`config.mk`:
```
export PLATFORM = sky130hd
export DESIGN_NAME = servo_status_reply_deframer_unit
export DESIGN_NICKNAME = d
export VERILOG_FILES = /design/src/hw/rtl/ssrd_pkg.sv /design/src/hw/rtl/ssrd_core.sv /design/src/hw/rtl/ssrd_out_reg.sv /design/src/hw/rtl/servo_status_reply_deframer_unit.sv
export SDC_FILE = /design/constraint.sdc
export NUM_CORES = 1
export LEC_CHECK = 0
export ABC_AREA = 1
export BUFFER_PORTS_ARGS = -buffer_cell sky130_fd_sc_hd__buf_4
export CAP_MARGIN = 5
export CORE_ASPECT_RATIO = 1.4
export CORE_MARGIN = 3
export CORE_UTILIZATION = 53
export DETAILED_ROUTE_END_ITERATION = 10
export GPL_ROUTABILITY_DRIVEN = 0
export PLACE_DENSITY = 0.75
export SLEW_MARGIN = 20
export SYNTH_ARGS = -nofsm -noshare
export SYNTH_HDL_FRONTEND = slang
export SYNTH_SLANG_ARGS = --single-unit
```
`constraint.sdc`:
```
create_clock -name clk -period 2.6 [get_ports clk]
set_clock_uncertainty 0.05 [all_clocks]
set_input_delay 0.26 -clock clk [delete_from_list [all_inputs] [get_ports clk]]
set_output_delay 0.26 -clock clk [all_outputs]
set_load 0.005 [all_outputs]
```
`src/hw/rtl/ssrd_pkg.sv`:
```
// Shared types and constants for the servo status reply deframer.
`default_nettype none
package ssrd_pkg;

	// Action codes of an input item.
	localparam logic [1:0] ACT_BEGIN   = 2'd0;
	localparam logic [1:0] ACT_BYTE    = 2'd1;
	localparam logic [1:0] ACT_TIMEOUT = 2'd2;

	// Receive phases.
	localparam logic [2:0] PH_IDLE = 3'd0;
	localparam logic [2:0] PH_HUNT = 3'd1;
	localparam logic [2:0] PH_ID   = 3'd2;
	localparam logic [2:0] PH_LEN  = 3'd3;
	localparam logic [2:0] PH_STAT = 3'd4;
	localparam logic [2:0] PH_DATA = 3'd5;
	localparam logic [2:0] PH_CSUM = 3'd6;

	// Final status codes.
	localparam logic [2:0] ST_OK     = 3'd0;
	localparam logic [2:0] ST_NOREP  = 3'd1;
	localparam logic [2:0] ST_BADID  = 3'd2;
	localparam logic [2:0] ST_BADLEN = 3'd3;
	localparam logic [2:0] ST_CRC    = 3'd4;

	// Result kinds.
	localparam logic KIND_DATA  = 1'b0;
	localparam logic KIND_FINAL = 1'b1;

	// Configuration register indexes.
	localparam logic [0:0] REG_HUNT_LIMIT   = 1'd0;
	localparam logic [0:0] REG_REPLY_ENABLE = 1'd1;

	localparam logic [7:0] HDR_BYTE     = 8'hFF;
	localparam logic [7:0] BCAST_ID     = 8'hFE;
	localparam logic [8:0] LEN_EXTRA    = 9'd2;
	localparam logic [7:0] HUNT_DEFAULT = 8'd10;

	typedef struct packed {
		logic [1:0] action;
		logic [7:0] rx_byte;
		logic [7:0] expected_id;
		logic [7:0] expected_len;
		logic       write_ack;
	} in_item_t;

	typedef struct packed {
		logic       kind;
		logic [7:0] data_byte;
		logic [7:0] byte_index;
		logic [2:0] comm_status;
		logic [7:0] servo_error;
		logic [7:0] reply_id;
		logic       last;
	} out_item_t;

	typedef struct packed {
		logic [7:0] hunt_limit;
		logic       reply_enable;
	} cfg_t;

	typedef struct packed {
		logic [2:0] phase;
		logic       prev_byte_ff;
		logic [7:0] hunt_count;
		logic [7:0] want_id;
		logic [7:0] want_len;
		logic [7:0] running_sum;
		logic [7:0] data_count;
		logic [7:0] got_id;
		logic [7:0] got_status;
	} rx_state_t;

endpackage
`default_nettype wire

```
`src/hw/rtl/ssrd_core.sv`:
```
// Deframer state registers and the per-item next-state and result logic.
`default_nettype none
module ssrd_core
	import ssrd_pkg::*;
(
	input  wire logic      clk,
	input  wire logic      arst_n,
	input  wire logic      step,
	input  wire in_item_t  item,
	input  wire cfg_t      cfg,
	output logic           has_result,
	output out_item_t      result
);

	rx_state_t state_q;
	rx_state_t state_nx;

	logic [7:0] sum_plus_b;
	logic [7:0] count_inc;

	assign sum_plus_b = state_q.running_sum + item.rx_byte;
	assign count_inc  = state_q.data_count + 8'd1;

	always_comb begin
		state_nx   = state_q;
		has_result = 1'b0;
		result     = '0;

		case (item.action)
			ACT_BEGIN: begin
				state_nx.want_id      = item.expected_id;
				state_nx.want_len     = item.write_ack ? 8'd0 : item.expected_len;
				state_nx.prev_byte_ff = 1'b0;
				state_nx.hunt_count   = '0;
				state_nx.running_sum  = '0;
				state_nx.data_count   = '0;
				state_nx.got_id       = '0;
				state_nx.got_status   = '0;
				if (item.write_ack && (item.expected_id == BCAST_ID || !cfg.reply_enable)) begin
					has_result         = 1'b1;
					result.kind        = KIND_FINAL;
					result.comm_status = ST_OK;
					result.last        = 1'b1;
					state_nx.phase     = PH_IDLE;
				end else begin
					state_nx.phase = PH_HUNT;
				end
			end
			ACT_TIMEOUT: begin
				if (state_q.phase != PH_IDLE) begin
					has_result         = 1'b1;
					result.kind        = KIND_FINAL;
					result.comm_status = ST_NOREP;
					result.reply_id    = state_q.got_id;
					result.last        = 1'b1;
					state_nx.phase     = PH_IDLE;
				end
			end
			ACT_BYTE: begin
				case (state_q.phase)
					PH_IDLE: begin
					end
					PH_HUNT: begin
						if (item.rx_byte == HDR_BYTE && state_q.prev_byte_ff) begin
							state_nx.phase = PH_ID;
						end else begin
							state_nx.prev_byte_ff = (item.rx_byte == HDR_BYTE);
							if (state_q.hunt_count >= cfg.hunt_limit) begin
								has_result         = 1'b1;
								result.kind        = KIND_FINAL;
								result.comm_status = ST_NOREP;
								result.last        = 1'b1;
								state_nx.phase     = PH_IDLE;
							end else begin
								state_nx.hunt_count = state_q.hunt_count + 8'd1;
							end
						end
					end
					PH_ID: begin
						state_nx.got_id      = item.rx_byte;
						state_nx.running_sum = item.rx_byte;
						if (item.rx_byte != state_q.want_id && state_q.want_id != BCAST_ID) begin
							has_result         = 1'b1;
							result.kind        = KIND_FINAL;
							result.comm_status = ST_BADID;
							result.reply_id    = item.rx_byte;
							result.last        = 1'b1;
							state_nx.phase     = PH_IDLE;
						end else begin
							state_nx.phase = PH_LEN;
						end
					end
					PH_LEN: begin
						// The length compare is done one bit wider so it never wraps.
						if ({1'b0, item.rx_byte} != {1'b0, state_q.want_len} + LEN_EXTRA) begin
							has_result         = 1'b1;
							result.kind        = KIND_FINAL;
							result.comm_status = ST_BADLEN;
							result.reply_id    = state_q.got_id;
							result.last        = 1'b1;
							state_nx.phase     = PH_IDLE;
						end else begin
							state_nx.running_sum = sum_plus_b;
							state_nx.phase       = PH_STAT;
						end
					end
					PH_STAT: begin
						state_nx.got_status  = item.rx_byte;
						state_nx.running_sum = sum_plus_b;
						state_nx.phase = (state_q.want_len == 8'd0) ? PH_CSUM : PH_DATA;
					end
					PH_DATA: begin
						state_nx.running_sum = sum_plus_b;
						has_result           = 1'b1;
						result.kind          = KIND_DATA;
						result.data_byte     = item.rx_byte;
						result.byte_index    = state_q.data_count;
						result.reply_id      = state_q.got_id;
						state_nx.data_count  = count_inc;
						if (count_inc >= state_q.want_len) begin
							state_nx.phase = PH_CSUM;
						end
					end
					PH_CSUM: begin
						has_result      = 1'b1;
						result.kind     = KIND_FINAL;
						result.reply_id = state_q.got_id;
						result.last     = 1'b1;
						state_nx.phase  = PH_IDLE;
						if (~state_q.running_sum != item.rx_byte) begin
							result.comm_status = ST_CRC;
						end else begin
							result.comm_status = ST_OK;
							result.servo_error = state_q.got_status;
						end
					end
					default: begin
						state_nx.phase = PH_IDLE;
					end
				endcase
			end
			default: begin
			end
		endcase
	end

	always_ff @(posedge clk or negedge arst_n) begin
		if (!arst_n) begin
			state_q <= '0;
		end else if (step) begin
			state_q <= state_nx;
		end
	end

endmodule
`default_nettype wire

```
`src/hw/rtl/ssrd_out_reg.sv`:
```
// Result register that holds one result until the receiver takes it.
`default_nettype none
module ssrd_out_reg
	import ssrd_pkg::*;
(
	input  wire logic      clk,
	input  wire logic      arst_n,
	input  wire logic      load,
	input  wire logic      load_valid,
	input  wire out_item_t load_data,
	output logic           room,
	output logic           out_valid,
	input  wire logic      out_stall,
	output out_item_t      out_data
);

	logic      valid_q;
	out_item_t data_q;

	// The register can take a new result when empty or when its result leaves now.
	assign room      = !valid_q || !out_stall;
	assign out_valid = valid_q;
	assign out_data  = data_q;

	always_ff @(posedge clk or negedge arst_n) begin
		if (!arst_n) begin
			valid_q <= 1'b0;
		end else if (load) begin
			valid_q <= load_valid;
		end else if (!out_stall) begin
			valid_q <= 1'b0;
		end
	end

	always_ff @(posedge clk) begin
		if (load && load_valid) begin
			data_q <= load_data;
		end
	end

endmodule
`default_nettype wire

```
`src/hw/rtl/servo_status_reply_deframer_unit.sv`:
```
// Top level of the servo status reply deframer.
// Input channel (in_valid, in_stall, in_data) carries one item per transfer: a begin
// with the expected id and data length, a received bus byte, or a receive timeout.
// Output channel (out_valid, out_stall, out_data) carries data bytes of the reply and
// one final status per transaction, marked by last.
// An accepted item is captured in an input register; once the result register has
// room, the deframer logic updates its state and loads the result register. One
// item is taken per cycle as long as the output is not stalled; the input register
// and the result register each hold one item, so the input still takes one item
// while a result waits.
// While the receiver stalls, the result holds and in_stall rises once the input
// register is also full.
// Configuration: cfg_wr_en with cfg_index 0 writes hunt_limit, index 1 writes
// reply_enable; write only while no transaction is in flight.
// Reset clears all state to idle, hunt_limit to 10 and reply_enable to 1.
`default_nettype none
module servo_status_reply_deframer_unit
	import ssrd_pkg::*;
(
	input  wire logic       clk,
	input  wire logic       arst_n,
	input  wire logic       in_valid,
	output logic            in_stall,
	input  wire in_item_t   in_data,
	output logic            out_valid,
	input  wire logic       out_stall,
	output out_item_t       out_data,
	input  wire logic       cfg_wr_en,
	input  wire logic [0:0] cfg_index,
	input  wire logic [7:0] cfg_wdata
);

	logic      valid_s1;
	in_item_t  item_s1;
	logic      room;
	logic      advance;
	logic      has_result;
	out_item_t result;
	cfg_t      cfg_q;

	assign advance  = valid_s1 && room;
	assign in_stall = valid_s1 && !room;

	always_ff @(posedge clk or negedge arst_n) begin
		if (!arst_n) begin
			valid_s1 <= 1'b0;
		end else if (!in_stall) begin
			valid_s1 <= in_valid;
		end
	end

	always_ff @(posedge clk) begin
		if (in_valid && !in_stall) begin
			item_s1 <= in_data;
		end
	end

	always_ff @(posedge clk or negedge arst_n) begin
		if (!arst_n) begin
			cfg_q.hunt_limit   <= HUNT_DEFAULT;
			cfg_q.reply_enable <= 1'b1;
		end else if (cfg_wr_en) begin
			case (cfg_index)
				REG_HUNT_LIMIT:   cfg_q.hunt_limit   <= cfg_wdata;
				REG_REPLY_ENABLE: cfg_q.reply_enable <= cfg_wdata[0];
				default: begin
				end
			endcase
		end
	end

	ssrd_core u_core (
		.clk        (clk),
		.arst_n     (arst_n),
		.step       (advance),
		.item       (item_s1),
		.cfg        (cfg_q),
		.has_result (has_result),
		.result     (result)
	);

	ssrd_out_reg u_out (
		.clk        (clk),
		.arst_n     (arst_n),
		.load       (advance),
		.load_valid (has_result),
		.load_data  (result),
		.room       (room),
		.out_valid  (out_valid),
		.out_stall  (out_stall),
		.out_data   (out_data)
	);

`ifndef SYNTHESIS
	// A new result can only come from an item that just left the input register.
	a_result_source: assert property (@(posedge clk) disable iff (!arst_n)
		$rose(out_valid) |-> $past(valid_s1))
		else $error("result appeared without a pending item");

	// Data results never carry a status or the last mark.
	a_data_clean: assert property (@(posedge clk) disable iff (!arst_n)
		out_valid && out_data.kind == KIND_DATA |->
			!out_data.last && out_data.comm_status == ST_OK && out_data.servo_error == 8'd0)
		else $error("data result carries final-status fields");

	// The last mark and the final kind always go together.
	a_last_final: assert property (@(posedge clk) disable iff (!arst_n)
		out_valid |-> out_data.last == out_data.kind)
		else $error("last mark disagrees with result kind");

	// The input side only stalls while the input register is full and a result is stalled at the output.
	a_stall_cause: assert property (@(posedge clk) disable iff (!arst_n)
		in_stall |-> valid_s1 && out_valid && out_stall)
		else $error("input stalled without a blocked result");
`endif

endmodule
`default_nettype wire
```
==> reports/summary.md, run 1 <==
### Synth
- library cells used by synthesis: 44
- number of synthesized register bits: 134
- primary flip-flop cell chosen by synthesis mapping: sky130_fd_sc_hd__dfrtp_1
- netlist area before placement: 6920 µm²
- number of synthesis warnings: 0
- number of standard cells after synthesis: 775
- Synth async-reset ratio: 0.530
- nets in the synthesized netlist: 847
- Synth Area per Inst: 8.93 µm²
- share of the yosys chip area belonging to registers: 0.531
- EDFF count, synth: 63

### Pwr
- Reg power frac: 0.443
- net switching share of the total power: 0.305
- P_int: 4120 µW
- leakage component of the power: 0.00392 µW
- overall power consumption: 5920 µW
- Comb pwr share: 0.169
- switching power: 1800 µW
- pwr dens: 685 nW/µm²
- part of the power in the clock network: 0.389
- IR drop worst, VDD: 445 µV

### Routing
- total wire length: 16,900 µm
- routed vias/inst: 5.50
- drt wl/cell: 15.9 µm
- Antenna Nets Post-Route: 0
- met3 layer wire length in the routed design: 837 µm
- amount of wire on met2 after detailed routing: 9090 µm
- detailed-router iteration count before antenna repair: 8
- remaining routing DRC violations: 0
- wire length on met1: 6550 µm
- Starting DRT DRC Count: 394
- highest routed layer: met4
- via count: 5,856

### Min path
- hold crit path type: primary input to flop
- Hold Path Cell Cnt: 3

### Floorplan
- overall die area: 14,500 µm²
- Die W: 103 µm
- initial core utilization: 0.551
- height of the chip: 141 µm
- boundary pin count: 80
- Core Region: 12,600 µm²
- total number of placement rows: 48

### Critical path
- critical path arrival: 2.47 ns
- nature of the critical path startpoint: flop
- Critical Path Fanout Max: 28
- worst path required time: 2.67 ns
- category of the critical setup timing path: flop to flop
- element type at the critical path end: flop
- number of cell instances on the worst register-to-register path: 15

### GRT
- via count of the first global-routing pass: 5,878
- global route total overflow: 0
- pin count of the biggest net entering global routing: 72
- initial antenna violation count: 0
- wire length of the first global-routing pass: 28,100 µm
- total global-route track usage: 0.248

### Flow run
- number of max-capacitance violations reported: 0

### Cells and area
- commonest non-fill, non-tap cell in the layout: sky130_fd_sc_hd__nand2_1
- Finished Layout Cells: 1,065
- Reg area: 3670 µm²
- commonest non-fill, non-tap cells in the layout: sky130_fd_sc_hd__nand2_1, sky130_fd_sc_hd__inv_1, sky130_fd_sc_hd__buf_4
- Area Overhead vs Synth: 24.9%
- Net count, final: 974
- antenna fix cells: 0
- share of cells above drive strength 1: 0.184
- area of combinational cells with multiple inputs: 2810 µm²
- Filler Cells Inserted: 918

### Place
- number of cells after detailed placement: 1,000
- buffers added on ports: 79
- half-perimeter wire length after placement: 11,800 µm

### Clocking
- Clk pin slew, worst setup/hold paths: 0.06 ns
- CTS tree: yes
- htree depth: 4
- Clk Tree Root Cell: sky130_fd_sc_hd__clkbuf_16
- later-pin clock latency in the skew report: 0.42 ns
- clock buffer count from CTS: 17
- worst-case clock buffer depth: 2
- TritonCTS Sinks: 134

### STA
- period utilization: 0.923
- transition at the pin with the smallest max-transition slack: 0.931 ns
- Fin. Hold Viols: 0
- final-report max-slew violation count: 0
- Final Critical Period: 2.40 ns
- total of endpoints with negative setup slack in the final report: 0
- relative max-transition margin: 0.379
- highest clock rate: 417 MHz

### Status
- status: finished clean

## worst paths after layout
kind	from	to	slack (ns)
worst max-delay path	cfg_q[4]	u_out.out_data[7]	0.20
max in group asynchronous	arst_n	u_core.state_q[1]	1.40
worst min register to register	item_s1[8]	u_core.state_q[39]	0.43
min in group asynchronous	arst_n	u_core.state_q[34]	0.45
worst min-delay path	cfg_wdata[4]	cfg_q[5]	0.04
worst max register to register	cfg_q[4]	u_out.out_data[7]	0.20
## synth_stat cells, drive strengths merged (2+ instances only)
master	number	area, µm²
nor4	2	12.5
clkbuf	9	33.8
a31oi	3	18.8
buf	7	53.8
ha	30	375
xnor2	4	35.0
nand4	22	138
inv	102	383
o21ai	61	332
nor2	62	253
dfstp	3	78.8
dfrtp	68	1700
o31ai	3	22.5
o211ai	2	15.0
a21oi	41	209
o22ai	5	31.3
edfxtp	63	1890
a211oi	3	22.5
nand3b	2	15.0
nand2	196	758
nor3	12	65.1
nand3	57	313
xor2	11	96.3
## critical path: stages, from the launching register on
cell                         delay, ns
sky130_fd_sc_hd__dfstp_2          0.51
sky130_fd_sc_hd__inv_1            0.05
sky130_fd_sc_hd__ha_1             0.30
sky130_fd_sc_hd__nand2_1          0.09
sky130_fd_sc_hd__o21ai_0          0.18
sky130_fd_sc_hd__nand2_1          0.07
sky130_fd_sc_hd__nand3_1          0.11
sky130_fd_sc_hd__nand2_1          0.08
sky130_fd_sc_hd__nand2_1          0.06
sky130_fd_sc_hd__inv_1            0.05
sky130_fd_sc_hd__nand3_2          0.06
sky130_fd_sc_hd__nand2_1          0.05
sky130_fd_sc_hd__nand2_1          0.08
sky130_fd_sc_hd__nand2_2          0.07
sky130_fd_sc_hd__clkinvlp_4       0.10
sky130_fd_sc_hd__buf_12           0.19
## flip-flops by register name, indices dropped and copies added (netlist names)
signal / flops
item_s1: 27
u_out.out_data: 36
valid_s1: 1
u_out.out_valid: 1
u_core.state_q: 60
cfg_q: 9
## area by class of cell
cell class	instances	share of cell area
Timing Repair Buffer	124	0.118
Inverter	103	0.0452
Clock buffer	18	0.0508
Clock inverter	14	0.0148
Sequential cell	134	0.425
Tap cell	150	0.0217
Multi-Input combinational cell	522	0.325
## cells by family after synthesis
| logic type | count (synthesis) | share of synthesized area |
|---|---|---|
| adder cells (fa/ha/maj) | 31 | 0.0571 |
| AO/OA/AOI/OAI | 122 | 0.0987 |
| buffers and inverters | 119 | 0.0685 |
| flip-flops | 134 | 0.531 |
| XOR/XNOR | 15 | 0.0190 |
| AND/OR/NAND/NOR | 354 | 0.226 |
## power by group through the flow
stage	registers, µW	clock network, µW	logic, µW
after floorplan	2610	0	619
after global placement	2640	0	881
after detailed placement	2650	0	918
after CTS	2610	2330	972
after global routing	2640	2420	1130
final	2620	2300	997
## metal layers
metal	vias to the layer above	global-route usage
li1	2848	-
met1	2748	0.299
met2	213	0.434
met3	47	0.0411
met4	0	0.0981
met5	-	0
## through the flow
step	hold WS (ns)	setup TNS [ns]	cell area, µm²	utilization	worst slack, ns
after floorplan	-0.0856	0	6940	-	0.0304
after global placement	0.376	0	7740	0.616	0.288
after detailed placement	0.382	0	7740	0.616	0.152
after CTS	0.0334	0	8600	0.685	0.148
after global routing	0.0315	-0.232	8640	0.689	-0.0893
final	0.0392	0	8640	0.689	0.200
## repair_timing
action | 4_1_cts | 5_1_grt
hold buffers | 30 | 0
buffers inserted | 0 | 3
resized for setup | 0 | 3
setup endpoints to repair | 0 | 39
hold endpoints to repair | 96 | 0
No activity file was read; power rests on OpenSTA's default activity.
==> inputs of run 2 (changes only) <==
ABC_AREA = 0   (was 1)
CORE_UTILIZATION = 50   (was 53)
PLACE_DENSITY = 0.72   (was 0.75)
==> run 2 against run 1 <==
Critical endpoint is now u_core.state_q[59]. Clock power rose by 2%. Sequential share of layout area down 1.4 points. Final cell count decreased by 9.9%. Sequential cell count unchanged. Via count fell by 8.6%. Utilization is 2.4 points lower. Die area increased by 5.3%. Wire length shrank 4.6%. Non-clock buffer count increased by 34. Final area grew 3.4%. First-iteration DRC count fell by 13%. Clock-buffer cell count down 1.
==> reports/summary.md, run 2 <==
### Synth
- number of synthesized register bits: 134, unchanged
- EDFF count, synth: 63, unchanged
- number of standard cells after synthesis: 615, -21%
- primary flip-flop cell chosen by synthesis mapping: sky130_fd_sc_hd__dfrtp_1
- share of the yosys chip area belonging to registers: 0.533, +0.00231
- Synth async-reset ratio: 0.530, unchanged
- most numerous cell types in the synthesized netlist: sky130_fd_sc_hd__dfrtp_1, sky130_fd_sc_hd__edfxtp_1, sky130_fd_sc_hd__o21ai_0, sky130_fd_sc_hd__nand2_1, sky130_fd_sc_hd__nor2_1
- netlist area before placement: 6890 µm², -0.43%
- top cells by area in the synthesized netlist: sky130_fd_sc_hd__edfxtp_1, sky130_fd_sc_hd__dfrtp_1, sky130_fd_sc_hd__ha_1, sky130_fd_sc_hd__mux2_2, sky130_fd_sc_hd__o21ai_0
- most frequent cell after synthesis: sky130_fd_sc_hd__dfrtp_1
- library cells used by synthesis: 60, +36%
- area fraction of the dominant cell type after synthesis: 0.275, +0.00119
- Synth Area per Inst: 11.2 µm², +25%
- nets in the synthesized netlist: 687, -19%
- number of synthesis warnings: 0, unchanged
- post-synth top area cell: sky130_fd_sc_hd__edfxtp_1

### Floorplan
- height of the chip: 145 µm, +2.6%
- overall die area: 15,200 µm², +5.3%
- boundary pin count: 80, unchanged
- initial core utilization: 0.512, -0.0391
- Core Region: 13,500 µm², +7.2%
- total number of placement rows: 50, +4.2%
- Die W: 105 µm, +2.6%

### Clocking
- later-pin clock latency in the skew report: 0.42 ns, about the same
- worst-case clock buffer depth: 2, unchanged
- htree depth: 4, unchanged
- clock buffer count from CTS: 17, unchanged
- CTS tree: yes
- TritonCTS Sinks: 134, unchanged
- Clk Tree Root Cell: sky130_fd_sc_hd__clkbuf_16
- Clk pin slew, worst setup/hold paths: 0.06 ns, about the same

### STA
- highest clock rate: 397 MHz, -4.8%
- transition at the pin with the smallest max-transition slack: 0.908 ns, -0.0234 ns
- unrepaired setup endpoints after global routing: yes
- Final Critical Period: 2.52 ns, +0.121 ns
- final-report max-slew violation count: 0, unchanged
- relative max-transition margin: 0.395, +0.0156
- period utilization: 0.970, +0.0467
- Fin. Hold Viols: 0, unchanged
- total negative setup slack: 0 ns, unchanged
- total of endpoints with negative setup slack in the final report: 0, unchanged

### Critical path
- largest stage delay on the critical path: 0.44 ns, -0.07 ns
- critical path arrival: 2.77 ns, +0.30 ns
- cell-by-cell trace of the critical path: and3_1, and3_1, and3_1, xor2_2, ha_1, and3_1, nand3_1, o21ai_2, o221ai_4, o21ai_0, o41ai_1
- FF-to-FF setup slack: 0.08 ns, -0.12 ns
- element type at the critical path end: flop
- Critical Path Fanout Max: 6, -79%
- worst path required time: 2.85 ns, +0.18 ns
- cell with the most instances on the worst path: sky130_fd_sc_hd__and3_1
- Buffers & Inverters on Critical Path: 0, -4
- family with the most delay on the worst path: simple AND/OR/NAND/NOR gates
- nature of the critical path startpoint: flop
- category of the critical setup timing path: flop to flop
- slowest cell on the critical path: sky130_fd_sc_hd__dfrtp_2

### GRT
- via count of the first global-routing pass: 5,430, -7.6%
- GRT Max-Usage Layer: met2
- met3 Track Usage GR: 0.0356, -0.00549
- wire length of the first global-routing pass: 26,700 µm, -5.1%
- met2 Track Usage GR: 0.391, -0.0429
- pin count of the biggest net entering global routing: 72, unchanged
- initial antenna violation count: 0, unchanged
- global routing met1 resource utilization: 0.255, -0.0444
- global route total overflow: 0, unchanged
- total global-route track usage: 0.218, -0.0297

### Cells and area
- share of cells above drive strength 1: 0.276, +0.0927
- cell area after layout: 8940 µm², +3.4%
- max FFs per register: 60, unchanged
- commonest non-fill, non-tap cells in the layout: sky130_fd_sc_hd__buf_4, sky130_fd_sc_hd__dfrtp_1, sky130_fd_sc_hd__edfxtp_1
- Area Overhead vs Synth: 29.8%
- commonest non-fill, non-tap cell in the layout: sky130_fd_sc_hd__buf_4
- Net count, final: 837, -14%
- Largest Register: u_core.state_q
- antenna fix cells: 0, unchanged

### Status
- status: finished clean

### Place
- half-perimeter wire length after placement: 11,300 µm, -4.0%
- buffers added on ports: 79, unchanged
- post-detailed-placement cell area: 7950 µm², +2.7%

### Routing
- drt wl/cell: 16.8 µm, +5.8%
- via count: 5,352, -8.6%
- total wire length: 16,200 µm, -4.6%
- Antenna Nets Post-Route: 0, unchanged
- detailed-router iteration count before antenna repair: 5, -3
- remaining routing DRC violations: 0, unchanged
- routed vias/inst: 5.58, +1.4%
- Starting DRT DRC Count: 341, -13%

### Pwr
- leakage component of the power: 0.00387 µW, -1.3%
- pwr dens: 671 nW/µm², -2.0%
- IR drop worst, VDD: 499 µV, +12%

### Min path
- hold crit path type: primary input to flop

### Flow run
- number of max-capacitance violations reported: 0, unchanged

run 2: cell types whose count changed in the layout (fill, tap and decap cells not counted), moves of 13 or more:
cell,delta
sky130_fd_sc_hd__a21oi_1,-19
sky130_fd_sc_hd__a22o_1,+13
sky130_fd_sc_hd__and2_1,+22
sky130_fd_sc_hd__and3_1,+20
sky130_fd_sc_hd__buf_4,+31
sky130_fd_sc_hd__inv_1,-72
sky130_fd_sc_hd__mux2_2,+26
sky130_fd_sc_hd__nand2_1,-143
sky130_fd_sc_hd__nand2b_1,+14
sky130_fd_sc_hd__nand3_1,-33
sky130_fd_sc_hd__nand4_1,-15
sky130_fd_sc_hd__nor2_1,-22
run 2: kinds of logic after synthesis:
kind of cell / share of synthesized area
AO/OA/AOI/OAI: 0.136
XOR/XNOR: 0.0430
adder cells (fa/ha/maj): 0.0574
buffers and inverters: 0.0349
flip-flops: 0.533
multiplexers: 0.0468
AND/OR/NAND/NOR: 0.149
run 2: stage by stage:
step                      cells   util  total power [µW]  setup slack (ns)  hold WS, ns
after floorplan             615      -              3220           -0.0716      -0.0856
after CTS                   959  0.659              5990           0.00984      0.00455
after global routing        960  0.665              6270           -0.0900       0.0142
after global placement      894  0.591              3570            0.0946        0.388
after detailed placement    894  0.591              3610            0.0190        0.389
final                       960  0.665              6000            0.0790       0.0130
run 2: layer usage:
| metal | part of all wire | wire (µm) |
|---|---|---|
| met1 | 0.39 | 6270 |
| met2 | 0.55 | 8860 |
| met3 | 0.038 | 607 |
| met4 | 0.026 | 424 |
| met5 | 0 | 0 |
run 2: final timing paths:
| check | from | to | cells past startpoint |
|---|---|---|---|
| max | u_core.state_q[16] | u_core.state_q[59] | 11 |
| min | cfg_wdata[1] | cfg_q[2] | 3 |
| max reg2reg | u_core.state_q[16] | u_core.state_q[59] | 11 |
| min reg2reg | u_core.state_q[6] | u_core.state_q[6] | 1 |
| max in group asynchronous | arst_n | u_core.state_q[17] | 2 |
| min in group asynchronous | arst_n | u_core.state_q[3] | 2 |
run 2: area by class of cell:
| cell class | instances | area (µm²) |
|---|---|---|
| multi-input combinational | 429 | 3090 |
| timing repair buffer | 158 | 1280 |
| tap | 182 | 228 |
| sequential | 134 | 3670 |
| inverter | 25 | 93.8 |
| fill | 978 | 4510 |
| clock buffer | 17 | 425 |
| clock inverter | 15 | 153 |
run 2: power by group:
group          internal [µW]  switching (µW)
clock network           1410             928
registers               2430             157
logic                    508             563
run 2: timing repair:
action,4_1_cts,5_1_grt
hold endpoints to repair,100,0
resized for setup,1,15
hold buffers,33,0
pin swaps,0,2
endpoints found under the setup margin,1,55
buffers inserted,0,1
run 2: tightest hold or removal path: stages:
cell and delay [ns]:
sky130_fd_sc_hd__buf_4 0.08, sky130_fd_sc_hd__nand2_1 0.03, sky130_fd_sc_hd__o21ai_0 0.07
==> inputs of run 3 (changes only) <==
--- a/config.mk
+++ b/config.mk
@@ -9,5 +9,4 @@
 export BUFFER_PORTS_ARGS = -buffer_cell sky130_fd_sc_hd__buf_4
 export CAP_MARGIN = 5
-export CORE_ASPECT_RATIO = 1.4
 export CORE_MARGIN = 3
 export CORE_UTILIZATION = 50
==> constraint.sdc (replaced) <==
create_clock -name clk -period 2.6 [get_ports clk]
set_clock_uncertainty 0.05 [all_clocks]
set_input_delay 0.52 -clock clk [delete_from_list [all_inputs] [get_ports clk]]
set_output_delay 0.52 -clock clk [all_outputs]
set_load 0.005 [all_outputs]
==> run 3 against run 2 <==
Power rose by 2.8%. Via count fell by 3.0%. Sequential power barely moved. Critical endpoint unchanged. Clock power rose by 8.5%. Combinational power barely moved. Maximum frequency rose by 0.48%. Sequential share of layout area rose by 1.1 points. Final area fell by 2.7%. Largest power group unchanged. Clock-buffer cell count rose by 1. Worst setup slack improved by 0.012 ns.
==> reports/summary.md, run 3 (synthesis gave the netlist of run 2 again) <==
### Floorplan
- height of the chip: 123 µm, -15%
- overall die area: 15,200 µm², -0.13%
- Core Region: 13,300 µm², -0.76%
- initial core utilization: 0.516, +0.00394
- Die W: 123 µm, +17%
- total number of placement rows: 42, -16%
- boundary pin count: 80, unchanged

### Cells and area
- Largest Register: u_core.state_q
- antenna fix cells: 0, unchanged
- Net count, final: 807, -3.6%
- Filler Cells Inserted: 1,038, +6.1%
- commonest non-fill, non-tap cells in the layout: sky130_fd_sc_hd__buf_4, sky130_fd_sc_hd__dfrtp_1, sky130_fd_sc_hd__edfxtp_1
- share of cells above drive strength 1: 0.289, +0.0124
- Area Overhead vs Synth: 26.2%
- max FFs per register: 60, unchanged
- commonest non-fill, non-tap cell in the layout: sky130_fd_sc_hd__buf_4

### Clocking
- htree depth: 4, unchanged
- TritonCTS Sinks: 134, unchanged
- clock buffer count from CTS: 17, unchanged
- worst-case clock buffer depth: 2, unchanged
- Clk pin slew, worst setup/hold paths: 0.06 ns, about the same
- CTS tree: yes
- Clk Tree Root Cell: sky130_fd_sc_hd__clkbuf_16
- later-pin clock latency in the skew report: 0.42 ns, about the same

### Place
- half-perimeter wire length after placement: 11,100 µm, -2.5%
- buffers added on ports: 79, unchanged
- worst-case setup slack after placement: -0.0310 ns, -0.0500 ns

### GRT
- met2 Track Usage GR: 0.351, -0.0404
- met3 Track Usage GR: 0.0457, +0.0101
- global routing met1 resource utilization: 0.284, +0.0294
- total global-route track usage: 0.216, -0.00227
- GRT Max-Usage Layer: met2
- via count of the first global-routing pass: 5,193, -4.4%
- wire length of the first global-routing pass: 25,400 µm, -4.9%
- global route total overflow: 0, unchanged
- pin count of the biggest net entering global routing: 72, unchanged
- initial antenna violation count: 0, unchanged

### Critical path
- largest stage delay on the critical path: 0.42 ns, -0.02 ns
- launching point of the worst reg2reg path: u_core.state_q[16]
- Critical Path Fanout Max: 6, unchanged
- crit path launch: u_core.state_q[16]
- FF-to-FF setup slack: 0.09 ns, about the same
- Setup crit end: u_core.state_q[59]
- element type at the critical path end: flop
- cell with the most instances on the worst path: sky130_fd_sc_hd__and3_1
- cell-by-cell trace of the critical path: and3_1, and3_1, and3_1, xor2_1, ha_1, and3_1, nand3_1, o21ai_2, o221ai_4, o21ai_0, o41ai_1
- nature of the critical path startpoint: flop
- number of cell instances on the worst register-to-register path: 11, unchanged
- slowest cell on the critical path: sky130_fd_sc_hd__dfrtp_1
- end of the worst register-to-register path: u_core.state_q[59]
- critical path arrival: 2.76 ns, about the same
- worst path required time: 2.85 ns, about the same
- category of the critical setup timing path: flop to flop

### Pwr
- Reg power frac: 0.419, -0.012
- overall power consumption: 6170 µW, +2.8%
- IR drop worst, VDD: 498 µV, about the same
- P_int: 4530 µW, +4.1%
- Comb pwr share: 0.170, -0.008
- part of the power in the clock network: 0.411, +0.021
- leakage component of the power: 0.00378 µW, -2.4%
- net switching share of the total power: 0.266, -0.00908
- pwr dens: 709 nW/µm², +5.7%
- switching power: 1640 µW, -0.56%

### Routing
- drt wl/cell: 16.8 µm, -0.26%
- remaining routing DRC violations: 0, unchanged
- via count: 5,189, -3.0%
- routed vias/inst: 5.62, +0.73%
- Antenna Nets Post-Route: 0, unchanged
- detailed-router iteration count before antenna repair: 5, unchanged
- Starting DRT DRC Count: 340, -0.29%
- total wire length: 15,500 µm, -4.0%

### STA
- highest clock rate: 399 MHz, +0.48%
- period utilization: 0.965, -0.00460
- transition at the pin with the smallest max-transition slack: 0.902 ns, -0.00619 ns
- total of endpoints with negative setup slack in the final report: 0, unchanged
- Fin. Hold Viols: 0, unchanged
- worst hold slack after final layout: 0.185 ns, +0.172 ns
- Final Critical Period: 2.51 ns, -0.0120 ns
- final-report max-slew violation count: 0, unchanged
- unrepaired setup endpoints after global routing: yes
- Worst Setup Slack, final: 0.0910 ns, +0.0120 ns
- relative max-transition margin: 0.399, +0.00413

### Flow run
- number of max-capacitance violations reported: 0, unchanged

### Status
- status: finished clean

### Min path
- hold crit path type: primary input to asynchronous set/reset pin

run 3: cell count changes in the layout (fill, tap and decap cells not counted), sizes merged:
cell	before	now
buf	125	128
clkinvlp	2	3
dlygate4sd3	33	0
clkinv	9	6
bufinv	2	4
inv	27	26
clkbuf	17	18
run 3: worst min path at each step:
stage | to | slack, ns | from
after global routing | item_s1[24] | 0.21 | in_data[24]
after floorplan | cfg_q[1] | 0.17 | arst_n
final | cfg_q[1] | 0.19 | arst_n
after detailed placement | u_core.state_q[5] | 0.44 | u_core.state_q[5]
after CTS | item_s1[10] | 0.21 | in_data[10]
after global placement | u_core.state_q[5] | 0.43 | u_core.state_q[5]
run 3: routing by layer:
metal / wire, µm / share of wire
met5: 0 / 0
met1: 6720 / 0.43
met2: 7450 / 0.48
met4: 387 / 0.025
met3: 950 / 0.061
run 3: critical path: cells and delay by family (launching register included):
| kind | cells | cell delay (ns) |
|---|---|---|
| flip-flops | 1 | 0.42 |
| AND/OR/NAND/NOR | 5 | 0.87 |
| XOR/XNOR | 1 | 0.16 |
| AO/OA/AOI/OAI | 4 | 0.58 |
| adder cells (fa/ha/maj) | 1 | 0.30 |
run 3: stage by stage:
step	instance area [µm²]	std cells	util	TNS [ns]
2_1_floorplan	6930	615	-	-2.58
3_3_place_gp	7920	885	0.593	0
3_5_place_dp	7920	885	0.593	-0.0310
4_1_cts	8570	917	0.642	0
5_1_grt	8700	924	0.652	-0.122
6_report	8700	924	0.652	0
run 3: cell type report:
type	instances	area, µm²	share of cell area
Inverter	25	93.8	0.0108
Sequential cell	134	3670	0.422
Tap cell	176	220	0.0253
Multi-Input combinational cell	429	3110	0.357
Timing Repair Buffer	128	973	0.112
Clock buffer	18	429	0.0493
Clock inverter	14	201	0.0232
run 3: repair_timing:
action / in CTS / in global routing
buffers inserted: 0 / 7
resized for setup: 3 / 15
pin swaps: 1 / 5
hold buffers: 0 / 0
endpoints found under the setup margin: 39 / 57
run 3: power groups by stage:
stage | clock (µW) | combinational [µW] | sequential [µW]
after floorplan | 0 | 639 | 2580
after global placement | 0 | 947 | 2610
after detailed placement | 0 | 980 | 2630
after CTS | 2570 | 1000 | 2590
after global routing | 2680 | 1170 | 2610
final | 2540 | 1050 | 2590
